## src/design/mnst_ram.sv

```systemverilog
// Generic single-port-write, single-port-read RAM with registered read data.
// Read during write to the same address returns the old contents.
// No dependencies.
`default_nettype none

module mnst_ram #(
    parameter int WIDTH = 8,
    parameter int DEPTH = 16,
    localparam int ADDR_W = (DEPTH > 1) ? $clog2(DEPTH) : 1
) (
    input  wire logic              clk,
    input  wire logic              wr_en,
    input  wire logic [ADDR_W-1:0] wr_addr,
    input  wire logic [WIDTH-1:0]  wr_data,
    input  wire logic              rd_en,
    input  wire logic [ADDR_W-1:0] rd_addr,
    output logic      [WIDTH-1:0]  rd_data
);

    logic [WIDTH-1:0] mem [DEPTH];

    // Write port
    always_ff @(posedge clk)
    begin
        if (wr_en)
        begin
            mem[wr_addr] <= wr_data;
        end
    end

    // Registered read port
    always_ff @(posedge clk)
    begin
        if (rd_en)
        begin
            rd_data <= mem[rd_addr];
        end
    end

endmodule

`default_nettype wire

```

## config.mk

```make
export PLATFORM = sky130hd
export DESIGN_NAME = mnst_ram
export DESIGN_NICKNAME = d
export VERILOG_FILES = /design/src/design/mnst_ram.sv
export SDC_FILE = /design/constraint.sdc
export NUM_CORES = 1
export LEC_CHECK = 0
export BUFFER_PORTS_ARGS = -buffer_cell sky130_fd_sc_hd__buf_2
export CORE_ASPECT_RATIO = 1.5
export CORE_UTILIZATION = 65
export CTS_CLUSTER_SIZE = 16
export DETAILED_ROUTE_END_ITERATION = 12
export HOLD_SLACK_MARGIN = 0.05
export PLACE_DENSITY = 0.84
export SETUP_SLACK_MARGIN = 0.02
export SYNTH_ARGS = -nofsm -noshare
export SYNTH_HDL_FRONTEND = slang
export SYNTH_SLANG_ARGS = --single-unit
```

## constraint.sdc

```tcl
create_clock -name clk -period 3 [get_ports clk]
set_input_delay 0.75 -clock clk [delete_from_list [all_inputs] [get_ports clk]]
set_output_delay 0.75 -clock clk [all_outputs]
set_load 0.02 [all_outputs]
```

# Word-level counts from Yosys, hierarchy flattened
# Memories as Yosys holds them, arrays and structs flattened. A register that Yosys moved wholly into a read port is not among the register bits.
# Index checks and enable logic that the tools add are counted.
[word_totals]
regBits = 0
ram_bits = 128
inputBits = 19
wordCells = 3
mem_count = 1
[classes]
n_mux = 2
[mem_list]
columns = ["memory", "words", "width", "rd", "rd_ports_with_merged_regs", "write_ports", "line_no", "text"]
rows = [
  ["mem", 16, 8, 1, 1, 1, "20", "logic [WIDTH-1:0] mem [DEPTH];"],
]
[ops]
columns = ["op", "n"]
rows = [
  ["1-bit 2-to-1 mux", 2],
]

# Logic depth before layout (Yosys ltp)
[depth]
word_depth = 2
depth_mapped = 5

# Least setup slack after synthesis
# No wires, ideal clock.
[synth_timing]
path_kind = "input to register"
from = "input port wr_addr[2]"
to = "memory mem[0][0] (enable)"
arrival_time_ns = 1.860
required_time_ns = 2.617
setup_slack_ns = 0.757
path_stages = 2
path_buffers = 0
cell_sequence = "or3b_2 -> nor3_1"
[synth_rtl]
columns = ["element", "line_no", "text"]
rows = [
  ["start: declaration", "13", "input wire logic [ADDR_W-1:0] wr_addr,"],
  ["end: declaration", "20", ""],
]
# Straight into the memory's write port.

==> impl_metrics.csv <==
group,metric,value,unit
final_layout,antennaDiodeCount,0,
drt,vias,2639,
power_and_ir_drop,vdd_drop_max,0.633,mV
power_and_ir_drop,p_leak,2.12,nW
grt,grt_pass1_vias,2800,
run,max_cap_viol_count,0,
drt,drtIter0Drc,338,
drt,ant_nets,0,
floorplan,coreArea,0.00771,mm2
clock_network,cts_resized,0,
critical_path,crit_type,"in -> reg",
clock_network,htreeDepth,4,
yosys,yosysWarnings,0,
grt,antenna_found_initial,0,
final_layout,postLayoutCoreUtil,0.803,
drt,vias_per_cell,6.70,
floorplan,die_w,75.2,um
clock_network,cts_sinks,136,
final_layout,drive_gt1_frac,0.298,
critical_path,worst-path-max-fanout,15,
yosys,synthDistinctLibCells,18,
critical_path,end_kind,"flip-flop",
clock_network,root_buffer,"clkbuf_16",
floorplan,die_h,112,um
clock_network,cts_tree,"built",
sta,fin_tns_setup,0,ns
critical_path,critPathArrivalTime,2.27,ns
floorplan,start_util,0.678,
yosys,syn_nets,248,
final_layout,fin_area,0.00619,mm2
floorplan,pin_count,27,
final_layout,multiInputGateArea,0.00106,mm2
yosys,syn_avg_cell_area,22.8,um2
clock_network,cts-hold-fix-buffers,0,
sta,maxSlewHeadroom,0.461,
drt,drt-total-wl,11.6,mm
clock_network,clock_latency,0.41,ns
yosys,ys_seq_elements,136,
grt,groute.usage.overall,0.323,
yosys,synth-seq-area-share,0.781,
sta,fin_skew,0.00626,ns
run_status,status,"complete, no violations",
final_layout,regArea,0.00408,mm2
place,place_ws,0.524,ns
drt,dr.pass1.iters,5,
critical_path,path_cells,"buf_2 -> buf_12 -> mux4_1 -> a22oi_1 -> nand2_1",
place,hpwlAfterDp,6.34,mm
sta,hold_ws,0.693,ns
grt,grt_pass1_wl,17.3,mm
sta,setup_viol,0,
sta,rsz0062_at_grt,"false",
place,place_congestion,0.754,
final_layout,final_cells,394,
critical_path,max_stage_delay,0.61,ns
critical_path,critPathRequiredTime,3.17,ns
power_and_ir_drop,power.density,749,mW/mm2
yosys,netlist_area,0.00523,mm2
critical_path,start_kind,"primary input",
final_layout,syn_to_final_growth,18.4,%
power_and_ir_drop,power,4.64,mW
grt,grt.overflow.total,0,
sta,finalHoldViolCount,0,
final_layout,nets,300,
place,io_buffers,26,
sta,min_period,2.10,ns
sta,period_share,0.701,
clock_network,cts_buffers,17,
final_layout,num-fill-cells,375,
sta,layout_setup_ws,0.898,ns
place,place_inst,364,
clock_network,path_clk_slew,0.06,ns
floorplan,die_area,0.00841,mm2
clock_network,cts_setup_buffers,0,
critical_path,slowest_stage,"mux4_1",
drt,route.detailed.drc,0,
sta,max_freq,0.476,GHz
hold_path,hold_path_class,"in -> reg",
clock_network,clock_path_buffers,2,
sta,tightest_slew,0.805,ns
grt,grt_max_degree,33,
place,placed_area,0.00555,mm2
drt,wl_per_cell,29.5,um
yosys,synthCells,229,
sta,maxSlewViolCount,0,
floorplan,std_cell_rows,39,
## area by class of cell
class | count | share of cell area
sequential | 136 | 0.660
timing repair buffer | 43 | 0.0457
tap | 102 | 0.0206
clock buffer | 20 | 0.0705
multi-input combinational | 83 | 0.171
clock inverter | 10 | 0.0325
## state kept, by name (all words and copies together) (netlist names)
| signal | count |
|---|---|
| rd_data | 8 |
| mem | 128 |
## power by group
group,internal (mW),leakage [nW],total (mW),switching (mW)
Sequential,2.14,1.24,2.16,0.0135
Clock,1.54,0.309,2.27,0.727
Combinational,0.0836,0.572,0.212,0.128
Total,3.77,2.12,4.64,0.869
## cell usage after synthesis
master	n	area, um2
buf_2	3	15.0
nor3_1	4	20.0
edfxtp_1	136	4080
nand2_1	9	33.8
and2b_1	1	7.51
buf_6	3	33.8
buf_4	1	7.51
and2_1	1	6.26
nand3_1	1	5.00
mux4_1	14	368
nor2_1	13	48.8
nand3b_1	2	15.0
or3b_2	1	8.76
nand2b_1	2	12.5
a22oi_1	16	120
nor2b_1	1	6.26
mux4_2	18	405
clkdlybuf4s25_2	3	30.0
## critical path: cells and delay by family
family,cells,cell delay (ns)
buffers and inverters,2,0.55
multiplexers,1,0.61
AO/OA/AOI/OAI,1,0.27
AND/OR/NAND/NOR,1,0.08
## per-layer routing
metal  vias to the layer above  track usage  wire length (um)
met2                       180        0.533              6330
met1                      1336        0.393              4030
met5                         -            0                 0
li1                       1082            -                 -
met4                         0        0.146               481
met3                        41       0.0914               800
## kinds of logic after synthesis
logic type / after synthesis / share of synthesized area
buffers and inverters: 10 / 0.0165
AO/OA/AOI/OAI: 16 / 0.0230
flip-flops: 136 / 0.781
AND/OR/NAND/NOR: 35 / 0.0314
multiplexers: 32 / 0.148
## path summary, 6_finish.rpt
kind / cells after the start / startpoint / to / slack [ns]
min reg2reg: 3 / mem[15][3] / rd_data[3] / 0.75
min: 1 / rd_en / rd_data[6] / 0.69
max reg2reg: 3 / mem[0][0] / rd_data[0] / 1.44
max: 5 / rd_addr[0] / rd_data[0] / 0.90
## cell usage in the layout (no fill, tap or decap), drive strengths merged
master  instances
a22oi          16
and2            1
and2b           1
buf            43
bufinv          6
clkbuf         20
clkinv          4
edfxtp        136
mux4           32
nand2           9
nand2b          2
nand3           1
nand3b          2
nor2           13
nor2b           1
nor3            4
or3b            1
Note: power is estimated with default switching activity, not from simulation.
